File: src/cbst_pkg.sv
// Package with shared constants, controller states and command/status types.
`timescale 1ns / 1ps

package cbst_pkg;

    localparam int KEY_W         = 32;
    localparam int MAX_ITEMS_DEF = 64;

    typedef enum logic [3:0] {
        S_IDLE,
        S_INS_CHK,
        S_INS_WAIT,
        S_PLACE,
        S_T_INIT,
        S_T_LEFT,
        S_T_WRITE,
        S_T_UP,
        S_E_RD,
        S_E_LOAD
    } t_state;

    typedef struct packed {
        logic load;
        logic set_ovf;
        logic ins_shift;
        logic ins_place;
        logic trav_sel;
        logic trav_init;
        logic go_left;
        logic go_right;
        logic go_up;
        logic lvl_write;
        logic emit_init;
        logic emit_load;
        logic emit_next;
        logic clear_set;
    } t_cmd;

    typedef struct packed {
        logic pos_zero;
        logic key_less;
        logic full;
        logic last;
        logic left_ok;
        logic right_ok;
        logic is_right;
        logic at_root;
        logic final_k;
        logic out_free;
    } t_status;

endpackage

File: src/cbst_if.sv
// Valid/ready stream interfaces for the key input and the tree output.
`timescale 1ns / 1ps

interface cbst_in_if;
    logic                     valid;
    logic                     ready;
    logic signed [31:0]       value;
    logic                     last_item;

    modport source (output valid, output value, output last_item, input ready);
    modport sink (input valid, input value, input last_item, output ready);
endinterface

interface cbst_out_if;
    logic                     valid;
    logic                     ready;
    logic signed [31:0]       key_out;
    logic                     final_out;
    logic                     overflowed;

    modport source (output valid, output key_out, output final_out, output overflowed,
                    input ready);
    modport sink (input valid, input key_out, input final_out, input overflowed,
                  output ready);
endinterface

File: src/cbst_ram.sv
// Generic simple dual-port RAM with one write port and a registered read port.
`timescale 1ns / 1ps

module cbst_ram #(
    parameter int WIDTH = 32,
    parameter int DEPTH = 64,
    parameter int AW    = (DEPTH > 1) ? $clog2(DEPTH) : 1
) (
    input  logic             i_clk,
    input  logic             i_we,
    input  logic [AW-1:0]    i_waddr,
    input  logic [WIDTH-1:0] i_wdata,
    input  logic [AW-1:0]    i_raddr,
    output logic [WIDTH-1:0] o_rdata
);
    logic [WIDTH-1:0] r_mem [DEPTH];
    logic [WIDTH-1:0] r_rdata;

    always_ff @(posedge i_clk) begin
        if (i_we) begin
            r_mem[i_waddr] <= i_wdata;
        end
        r_rdata <= r_mem[i_raddr];
    end

    assign o_rdata = r_rdata;
endmodule

File: src/cbst_ctrl.sv
// Controller state machine for loading, tree layout and level-order emission.
`timescale 1ns / 1ps

module cbst_ctrl (
    input  logic            i_clk,
    input  logic            i_rst_n,
    input  logic            i_in_valid,
    input  logic            i_in_last,
    output logic            o_in_ready,
    input  cbst_pkg::t_status i_status,
    output cbst_pkg::t_cmd  o_cmd
);
    import cbst_pkg::*;

    t_state r_state;
    t_state n_state;

    always_ff @(posedge i_clk) begin
        if (!i_rst_n) begin
            r_state <= S_IDLE;
        end else begin
            r_state <= n_state;
        end
    end

    always_comb begin
        n_state    = r_state;
        o_cmd      = '0;
        o_in_ready = 1'b0;
        case (r_state)
            S_IDLE: begin
                o_in_ready = 1'b1;
                if (i_in_valid) begin
                    o_cmd.load = 1'b1;
                    if (i_status.full) begin
                        o_cmd.set_ovf = 1'b1;
                        n_state = i_in_last ? S_T_INIT : S_IDLE;
                    end else begin
                        n_state = S_INS_CHK;
                    end
                end
            end
            S_INS_CHK: begin
                n_state = i_status.pos_zero ? S_PLACE : S_INS_WAIT;
            end
            S_INS_WAIT: begin
                if (i_status.key_less) begin
                    o_cmd.ins_shift = 1'b1;
                    n_state = S_INS_CHK;
                end else begin
                    n_state = S_PLACE;
                end
            end
            S_PLACE: begin
                o_cmd.ins_place = 1'b1;
                n_state = i_status.last ? S_T_INIT : S_IDLE;
            end
            S_T_INIT: begin
                o_cmd.trav_init = 1'b1;
                n_state = S_T_LEFT;
            end
            S_T_LEFT: begin
                o_cmd.trav_sel = 1'b1;
                if (i_status.left_ok) begin
                    o_cmd.go_left = 1'b1;
                end else begin
                    n_state = S_T_WRITE;
                end
            end
            S_T_WRITE: begin
                o_cmd.trav_sel  = 1'b1;
                o_cmd.lvl_write = 1'b1;
                if (i_status.right_ok) begin
                    o_cmd.go_right = 1'b1;
                    n_state = S_T_LEFT;
                end else begin
                    n_state = S_T_UP;
                end
            end
            S_T_UP: begin
                o_cmd.trav_sel = 1'b1;
                if (i_status.at_root) begin
                    o_cmd.emit_init = 1'b1;
                    n_state = S_E_RD;
                end else if (i_status.is_right) begin
                    o_cmd.go_up = 1'b1;
                end else begin
                    o_cmd.go_up = 1'b1;
                    n_state = S_T_WRITE;
                end
            end
            S_E_RD: begin
                n_state = S_E_LOAD;
            end
            S_E_LOAD: begin
                if (i_status.out_free) begin
                    o_cmd.emit_load = 1'b1;
                    if (i_status.final_k) begin
                        o_cmd.clear_set = 1'b1;
                        n_state = S_IDLE;
                    end else begin
                        o_cmd.emit_next = 1'b1;
                        n_state = S_E_RD;
                    end
                end
            end
            default: begin
                n_state = S_IDLE;
            end
        endcase
    end
endmodule

File: src/cbst_dp.sv
// Datapath with the sorted key store, the level-order store and the output register.
`timescale 1ns / 1ps

module cbst_dp #(
    parameter int MAX_ITEMS = cbst_pkg::MAX_ITEMS_DEF
) (
    input  logic                          i_clk,
    input  logic                          i_rst_n,
    input  logic signed [cbst_pkg::KEY_W-1:0] i_value,
    input  logic                          i_last,
    input  cbst_pkg::t_cmd                i_cmd,
    output cbst_pkg::t_status             o_status,
    cbst_out_if.source                    o_out
);
    import cbst_pkg::*;

    localparam int AW = (MAX_ITEMS > 1) ? $clog2(MAX_ITEMS) : 1;
    localparam int CW = $clog2(MAX_ITEMS + 1);

    logic signed [KEY_W-1:0] r_value;
    logic                    r_last;
    logic [CW-1:0]           r_count;
    logic                    r_ovf;
    logic [AW-1:0]           r_pos;
    logic [CW-1:0]           r_node;
    logic [CW-1:0]           r_rank;
    logic [AW-1:0]           r_k;
    logic                    r_valid;
    logic signed [KEY_W-1:0] r_key;
    logic                    r_final;
    logic                    r_ovf_out;

    logic [CW:0]             w_left;
    logic [CW:0]             w_right;
    logic                    w_st_we;
    logic [AW-1:0]           w_st_raddr;
    logic [KEY_W-1:0]        w_st_wdata;
    logic [KEY_W-1:0]        w_st_rdata;
    logic [KEY_W-1:0]        w_lv_rdata;
    logic [CW-1:0]           w_node_dec;

    assign w_left     = {r_node, 1'b0};
    assign w_right    = {r_node, 1'b1};
    assign w_node_dec = r_node - CW'(1);
    assign w_st_we    = i_cmd.ins_shift | i_cmd.ins_place;
    assign w_st_wdata = i_cmd.ins_shift ? w_st_rdata : r_value;
    assign w_st_raddr = i_cmd.trav_sel ? r_rank[AW-1:0] : (r_pos - AW'(1));

    cbst_ram #(.WIDTH(KEY_W), .DEPTH(MAX_ITEMS), .AW(AW)) u_store (
        .i_clk   (i_clk),
        .i_we    (w_st_we),
        .i_waddr (r_pos),
        .i_wdata (w_st_wdata),
        .i_raddr (w_st_raddr),
        .o_rdata (w_st_rdata)
    );

    cbst_ram #(.WIDTH(KEY_W), .DEPTH(MAX_ITEMS), .AW(AW)) u_level (
        .i_clk   (i_clk),
        .i_we    (i_cmd.lvl_write),
        .i_waddr (w_node_dec[AW-1:0]),
        .i_wdata (w_st_rdata),
        .i_raddr (r_k),
        .o_rdata (w_lv_rdata)
    );

    always_ff @(posedge i_clk) begin
        if (!i_rst_n) begin
            r_count <= '0;
            r_ovf   <= 1'b0;
            r_valid <= 1'b0;
        end else begin
            if (i_cmd.set_ovf) begin
                r_ovf <= 1'b1;
            end
            if (i_cmd.clear_set) begin
                r_count <= '0;
                r_ovf   <= 1'b0;
            end else if (i_cmd.ins_place) begin
                r_count <= r_count + CW'(1);
            end
            if (i_cmd.emit_load) begin
                r_valid <= 1'b1;
            end else if (o_out.ready) begin
                r_valid <= 1'b0;
            end
        end
    end

    always_ff @(posedge i_clk) begin
        if (i_cmd.load) begin
            r_value <= i_value;
            r_last  <= i_last;
            r_pos   <= r_count[AW-1:0];
        end else if (i_cmd.ins_shift) begin
            r_pos <= r_pos - AW'(1);
        end
        if (i_cmd.trav_init) begin
            r_node <= CW'(1);
            r_rank <= '0;
        end else begin
            if (i_cmd.go_left) begin
                r_node <= w_left[CW-1:0];
            end else if (i_cmd.go_right) begin
                r_node <= w_right[CW-1:0];
            end else if (i_cmd.go_up) begin
                r_node <= r_node >> 1;
            end
            if (i_cmd.lvl_write) begin
                r_rank <= r_rank + CW'(1);
            end
        end
        if (i_cmd.emit_init) begin
            r_k <= '0;
        end else if (i_cmd.emit_next) begin
            r_k <= r_k + AW'(1);
        end
        if (i_cmd.emit_load) begin
            r_key     <= w_lv_rdata;
            r_final   <= o_status.final_k;
            r_ovf_out <= r_ovf;
        end
    end

    always_comb begin
        o_status.pos_zero = (r_pos == '0);
        o_status.key_less = (r_value < $signed(w_st_rdata));
        o_status.full     = (r_count == CW'(MAX_ITEMS));
        o_status.last     = r_last;
        o_status.left_ok  = (w_left <= {1'b0, r_count});
        o_status.right_ok = (w_right <= {1'b0, r_count});
        o_status.is_right = r_node[0] && (r_node != CW'(1));
        o_status.at_root  = (r_node == CW'(1));
        o_status.final_k  = (CW'(r_k) == (r_count - CW'(1)));
        o_status.out_free = !r_valid || o_out.ready;
    end

    assign o_out.valid      = r_valid;
    assign o_out.key_out    = r_key;
    assign o_out.final_out  = r_final;
    assign o_out.overflowed = r_ovf_out;
endmodule

File: src/complete_bst_level_order.sv
// Top level: complete binary search tree builder with level-order output.
// Each key is compared with the held keys, shifting each larger one up,
// and is then written into its place; a key dropped by a full store only sets the overflow flag.
// A last key also starts the tree walk over the held keys and then the emission of the result words.
// Keys are taken one at a time; the walk and the shifting insertion hold off the next key.
// Reset clears the key count, the overflow flag, the controller and the output valid.
`timescale 1ns / 1ps

module complete_bst_level_order #(
    parameter int MAX_ITEMS = cbst_pkg::MAX_ITEMS_DEF
) (
    input  logic       i_clk,
    input  logic       i_rst_n,
    cbst_in_if.sink    i_in,
    cbst_out_if.source o_out
);
    import cbst_pkg::*;

    t_cmd    w_cmd;
    t_status w_status;
    logic    w_in_ready;

    assign i_in.ready = w_in_ready;

    cbst_ctrl u_ctrl (
        .i_clk      (i_clk),
        .i_rst_n    (i_rst_n),
        .i_in_valid (i_in.valid),
        .i_in_last  (i_in.last_item),
        .o_in_ready (w_in_ready),
        .i_status   (w_status),
        .o_cmd      (w_cmd)
    );

    cbst_dp #(.MAX_ITEMS(MAX_ITEMS)) u_dp (
        .i_clk    (i_clk),
        .i_rst_n  (i_rst_n),
        .i_value  (i_in.value),
        .i_last   (i_in.last_item),
        .i_cmd    (w_cmd),
        .o_status (w_status),
        .o_out    (o_out)
    );
endmodule

File: src/flat_wrapper.sv
// flat-port wrapper written by rule: the top's interface ports become plain ports
module complete_bst_level_order_flat import cbst_pkg::*;
#(
    parameter int MAX_ITEMS = cbst_pkg::MAX_ITEMS_DEF
)
  (i_clk, i_rst_n, i_in_valid, i_in_value, i_in_last_item, i_in_ready, o_out_valid, o_out_key_out, o_out_final_out, o_out_overflowed, o_out_ready);
  cbst_in_if i_in_i ();
  cbst_out_if o_out_i ();
  input  logic i_clk;
  input  logic i_rst_n;
  input wire logic [$bits(i_in_i.valid)-1:0] i_in_valid;
  input wire logic [$bits(i_in_i.value)-1:0] i_in_value;
  input wire logic [$bits(i_in_i.last_item)-1:0] i_in_last_item;
  output wire logic [$bits(i_in_i.ready)-1:0] i_in_ready;
  output wire logic [$bits(o_out_i.valid)-1:0] o_out_valid;
  output wire logic [$bits(o_out_i.key_out)-1:0] o_out_key_out;
  output wire logic [$bits(o_out_i.final_out)-1:0] o_out_final_out;
  output wire logic [$bits(o_out_i.overflowed)-1:0] o_out_overflowed;
  input wire logic [$bits(o_out_i.ready)-1:0] o_out_ready;
  assign i_in_i.valid = i_in_valid;
  assign i_in_i.value = i_in_value;
  assign i_in_i.last_item = i_in_last_item;
  assign i_in_ready = i_in_i.ready;
  assign o_out_valid = o_out_i.valid;
  assign o_out_key_out = o_out_i.key_out;
  assign o_out_final_out = o_out_i.final_out;
  assign o_out_overflowed = o_out_i.overflowed;
  assign o_out_i.ready = o_out_ready;
  complete_bst_level_order #(.MAX_ITEMS(MAX_ITEMS)) u_core (.i_clk(i_clk), .i_rst_n(i_rst_n), .i_in(i_in_i), .o_out(o_out_i));
endmodule
File: config.mk
export PLATFORM = sky130hd
export DESIGN_NAME = complete_bst_level_order_flat
export DESIGN_NICKNAME = d
export VERILOG_FILES = /design/src/cbst_pkg.sv /design/src/cbst_if.sv /design/src/cbst_ram.sv /design/src/cbst_ctrl.sv /design/src/cbst_dp.sv /design/src/complete_bst_level_order.sv /design/src/flat_wrapper.sv
export SDC_FILE = /design/constraint.sdc
export NUM_CORES = 2
export LEC_CHECK = 0
export ABC_CLOCK_PERIOD_IN_PS = 7700
export BUFFER_PORTS_ARGS = -buffer_cell sky130_fd_sc_hd__buf_2
export CAP_MARGIN = 20
export CORE_MARGIN = 3
export CORE_UTILIZATION = 55
export CTS_CLUSTER_DIAMETER = 150
export DETAILED_ROUTE_END_ITERATION = 16
export MAX_ROUTING_LAYER = met4
export PLACE_DENSITY_LB_ADDON = 0.25
export RECOVER_POWER = 50
export SYNTH_ARGS = -nofsm -noshare
export SYNTH_HDL_FRONTEND = slang
export SYNTH_HIERARCHICAL = 1
export SYNTH_SLANG_ARGS = --single-unit
File: constraint.sdc
create_clock -name i_clk -period 7.7 [get_ports i_clk]
set_clock_uncertainty 0.15 [all_clocks]
set_input_delay 1.54 -clock i_clk [delete_from_list [all_inputs] [get_ports i_clk]]
set_output_delay 1.54 -clock i_clk [all_outputs]
set_load 0.005 [all_outputs]
==> results.md <==
- RR Endpoint: u_core/u_dp/u_store/r_mem[47][18]
- Flop2flop setup slack: ~1100 ps
- Min-delay worst type: reg2reg
- Mux cell area share after synthesis: between 15 and 20%
- Area after DPL: 170,000 um2
- Yosys reg bits: 4,265
- Failing checks: max-capacitance violations, max-slew violations
- Final cycle utilization of the critical path: between 80% and 90%
- Full die area: between 300,000 and 400,000 um2
- CP Capture Type: flip-flop
- Worst path slowest cell: clkbuf_1
- Largest net degree at the start of global routing: 110
- Root buf cell: clkbuf_16
- Final slew viol count: between 2,000 and 3,000
- Avg WL per Cell: about 35 um
- Fin Setup TNS: 0 ps
- Hold_sp: u_core/u_dp/u_level/o_rdata[25]
- CP required: around 8200 ps
- CTS tree: built
- Syn nets: slightly above 7,000
- Top area cells in the synthesized netlist: edfxtp_1, mux4_2, mux2i_1
- Core Area: 294,000 um2
- Initial core utilization: a little under three fifths
- Synthesis-to-layout area growth: 12.7%
- CTS Buf Count: roughly 420
- Yosys top cell by area: edfxtp_1
- Total grt overflow: 0
- Mapped Area: approximately 160,000 um2
- Initial antenna violation count: 18
- Status: finished with violations
- First-pass GRT wire length: just under 600,000 um
- Worst skew pair latency: 960 ps
- Adder-cell area share of the yosys netlist: less than 1%
- Top-count cell post-synth: edfxtp_1
- RSZ-0062 raised after global routing: no
- Worst setup SP type: flip-flop
- Largest family of logic cells by synthesized area: multiplexers
- Fin. Hold Viols: 0
- Hpwl dp: between 200,000 and 250,000 um
- Ys flop type: edfxtp_1
- Crit-path cells: buf_4, inv_1, ha_1, a211oi_1, nor4_1, a311oi_1, a31oi_1, o22ai_1, nor4b_1, clkbuf_1, mux2_2, buf_4
- Asr flop ratio synth: 0%
- Fmax achieved: between 0.15 and 0.2 GHz
- Ys Warns: 6
- Placed insts: approximately 11,000
- CTS sink count: between 4,000 and 5,000
- Post-cts sizing count: 0
- Final net count: 7,629
- Pwr dens: roughly 300 nW/um2
- Post-synth EDFFs: approximately 4,200
- IO Port Bufs: 72
- Rel. slew slack: -138%
- CP most frequent cell: buf_4
- Routability Congestion: just under 0.9
- Maxcap violations: 76
- Die Y-Extent: approximately 550 um
- Min Tclk post-route: 6580 ps
- Vias per cell: roughly 6.6
- Share of layout cells above drive strength 1: 26.6%
- Design Area, Final: around 180,000 um2
- Clock Path Buffers: 4
- Non-filler instance count after layout: around 12,000
- Worst-Margin Slew: 3570 ps
- Post-synthesis sequential area ratio: 78.1%
- CTS Hold Bufs: 0
- Drt drc: 0
- H-tree Lvls: 5
- Synthesized area per cell: around 23 um2
- Die width: 550 um
- Xor and xnor area share after synthesis: less than 1%
- GRT Overall Usage: 28.1%
- IO Pins: between 70 and 80
- Synth Instances: a little over 7,000
- Final setup vio count: 0
- Post-synthesis compound-gate area fraction: between 1.5 and 2%
- Worst Hold Path EP: u_core/u_dp/o_out.key_out[25]
- Crit path DAT: ~7100 ps
- VDD IR max: around 0.00026 V
- # fillers: approximately 19,000
- DR pass1 iterations: 8
- Largest stage delay, worst path: about 1600 ps
- Via count: approximately 79,000
- Leakage: about 56 nW
- Vias in the first global route: 78,000
- CP max FO: 67
- FF-to-FF Start: u_core/u_dp/u_store/o_rdata[5]
- Most instantiated cells after synthesis: edfxtp_1, mux4_2, nor2_1, mux2i_1, o22ai_1
- Library cells used by synthesis: 66
- FP Rows: ~200
- R2R depth: 12
- Antenna Nets Post-Route: 0
- Initial DRC Count: between 10,000 and 15,000
- Simple logic cell fraction of the synthesized area: 1.66%
- Hold depth: 0
- Synth top area share: between 70% and 80%
- Clock slew at reported path FFs: 60 ps
- Setup Crit Path Kind: reg2reg
- Post-CTS setup buffer count: 0
- Wirelength, routed: between 400,000 and 500,000 um
## cell families (layout without fill, tap and decap cells)
kind of cell | after synthesis | count (layout)
flip-flops | 4265 | 4265
multiplexers | 1323 | 1323
AND/OR/NAND/NOR | 581 | 581
AO/OA/AOI/OAI | 471 | 471
buffers and inverters | 432 | 1184
adder cells (fa/ha/maj) | 47 | 47
XOR/XNOR | 30 | 30
other | 0 | 13
## layer usage
metal	GRT usage, %	up-vias	part of all wire, %
met5	-	-	0
met4	10.8	0	4.7
met3	4.52	806	9.3
met2	43.1	4418	49
met1	38.4	42200	37
li1	-	31200	-
## state kept, by name, indices dropped and copies added, names as in the netlist, 4 cells and up
signal / cells
u_core/u_dp/r_pos: 6
u_core/u_dp/r_value: 32
u_core/u_dp/u_level/r_mem: 2048
u_core/u_dp/r_count: 7
u_core/u_dp/o_out.key_out: 32
u_core/u_dp/u_store/o_rdata: 32
u_core/u_dp/u_store/r_mem: 2048
u_core/u_dp/r_rank: 6
u_core/u_dp/u_level/o_rdata: 32
u_core/u_ctrl/r_state: 4
u_core/u_dp/r_k: 6
u_core/u_dp/r_node: 7
## through the flow
| stage | setup slack (ps) | hold slack (ps) | util (%) | total power, mW |
|---|---|---|---|---|
| global placement | 1910 | 240 | 57.6 | 36.1 |
| finish | 1120 | 242 | 62.3 | 56.3 |
| floorplan | 1130 | 236 | - | 32.6 |
| global route | 779 | 260 | 62.3 | 57.9 |
| detailed placement | 1790 | 242 | 57.8 | 36.4 |
| CTS | 1790 | 237 | 62.4 | 56.5 |
## critical path, delay by kind of cell (launching register included)
family / cells / cell delay (ps)
AO/OA/AOI/OAI: 4 / 1070
adder cells (fa/ha/maj): 1 / 330
buffers and inverters: 4 / 2820
flip-flops: 1 / 310
multiplexers: 1 / 1020
AND/OR/NAND/NOR: 2 / 430
## worst max path at each step
| stage | slack [ps] | to | start | cells past startpoint |
|---|---|---|---|---|
| floorplan | 1130 | u_core/u_dp/u_store/r_mem[48][0] | u_core/u_dp/u_store/o_rdata[26] | 14 |
| global placement | 1910 | u_core/u_dp/u_store/r_mem[46][12] | u_core/u_dp/u_store/o_rdata[25] | 13 |
| detailed placement | 1790 | u_core/u_dp/u_store/o_rdata[22] | u_core/u_ctrl/r_state[0] | 10 |
| CTS | 1790 | u_core/u_dp/u_store/o_rdata[22] | u_core/u_ctrl/r_state[0] | 10 |
| global route | 780 | u_core/u_dp/u_store/r_mem[41][18] | u_core/u_dp/u_store/o_rdata[5] | 12 |
| finish | 1120 | u_core/u_dp/u_store/r_mem[47][18] | u_core/u_dp/u_store/o_rdata[5] | 12 |
## area by class of cell
class | count | area, um2 | share of cell area (%)
Antenna cell | 13 | 32.5 | 0.0177
Clock buffer | 515 | 10900 | 5.96
Clock inverter | 259 | 2790 | 1.52
Inverter | 51 | 191 | 0.104
Multi-Input combinational cell | 2452 | 34400 | 18.8
Sequential cell | 4265 | 127000 | 69.3
Tap cell | 3919 | 4900 | 2.67
Timing Repair Buffer | 359 | 2950 | 1.61
## cells in the final DEF (no fill, tap or decap), drive strengths merged, types with 7 or more instances in the layout
cell type,instances
edfxtp,4169
mux4,1088
clkbuf,635
nor2,315
buf,239
mux2i,198
clkinv,180
o22ai,171
a21oi,149
dfxtp,96
nand2,77
inv,66
o221ai,54
ha,47
bufinv,46
mux2,37
nor2b,30
nor3,28
nand2b,25
a22oi,24
clkinvlp,18
nand3,18
nand4,17
a311oi,17
xnor2,16
xor2,14
diode,13
o21ai,12
and3,11
or3,11
nand3b,11
a211oi,10
or3b,10
a41o,8
o32ai,8
or2,8
and2,7
## report_power, final
part	total, mW	switching [mW]	leakage [nW]	internal [mW]
Clock	20.3	8.64	6.65	11.7
Combinational	8.10	5.89	11.1	2.20
Sequential	27.9	0.150	38.2	27.7
No activity file was read; power rests on OpenSTA's default activity.
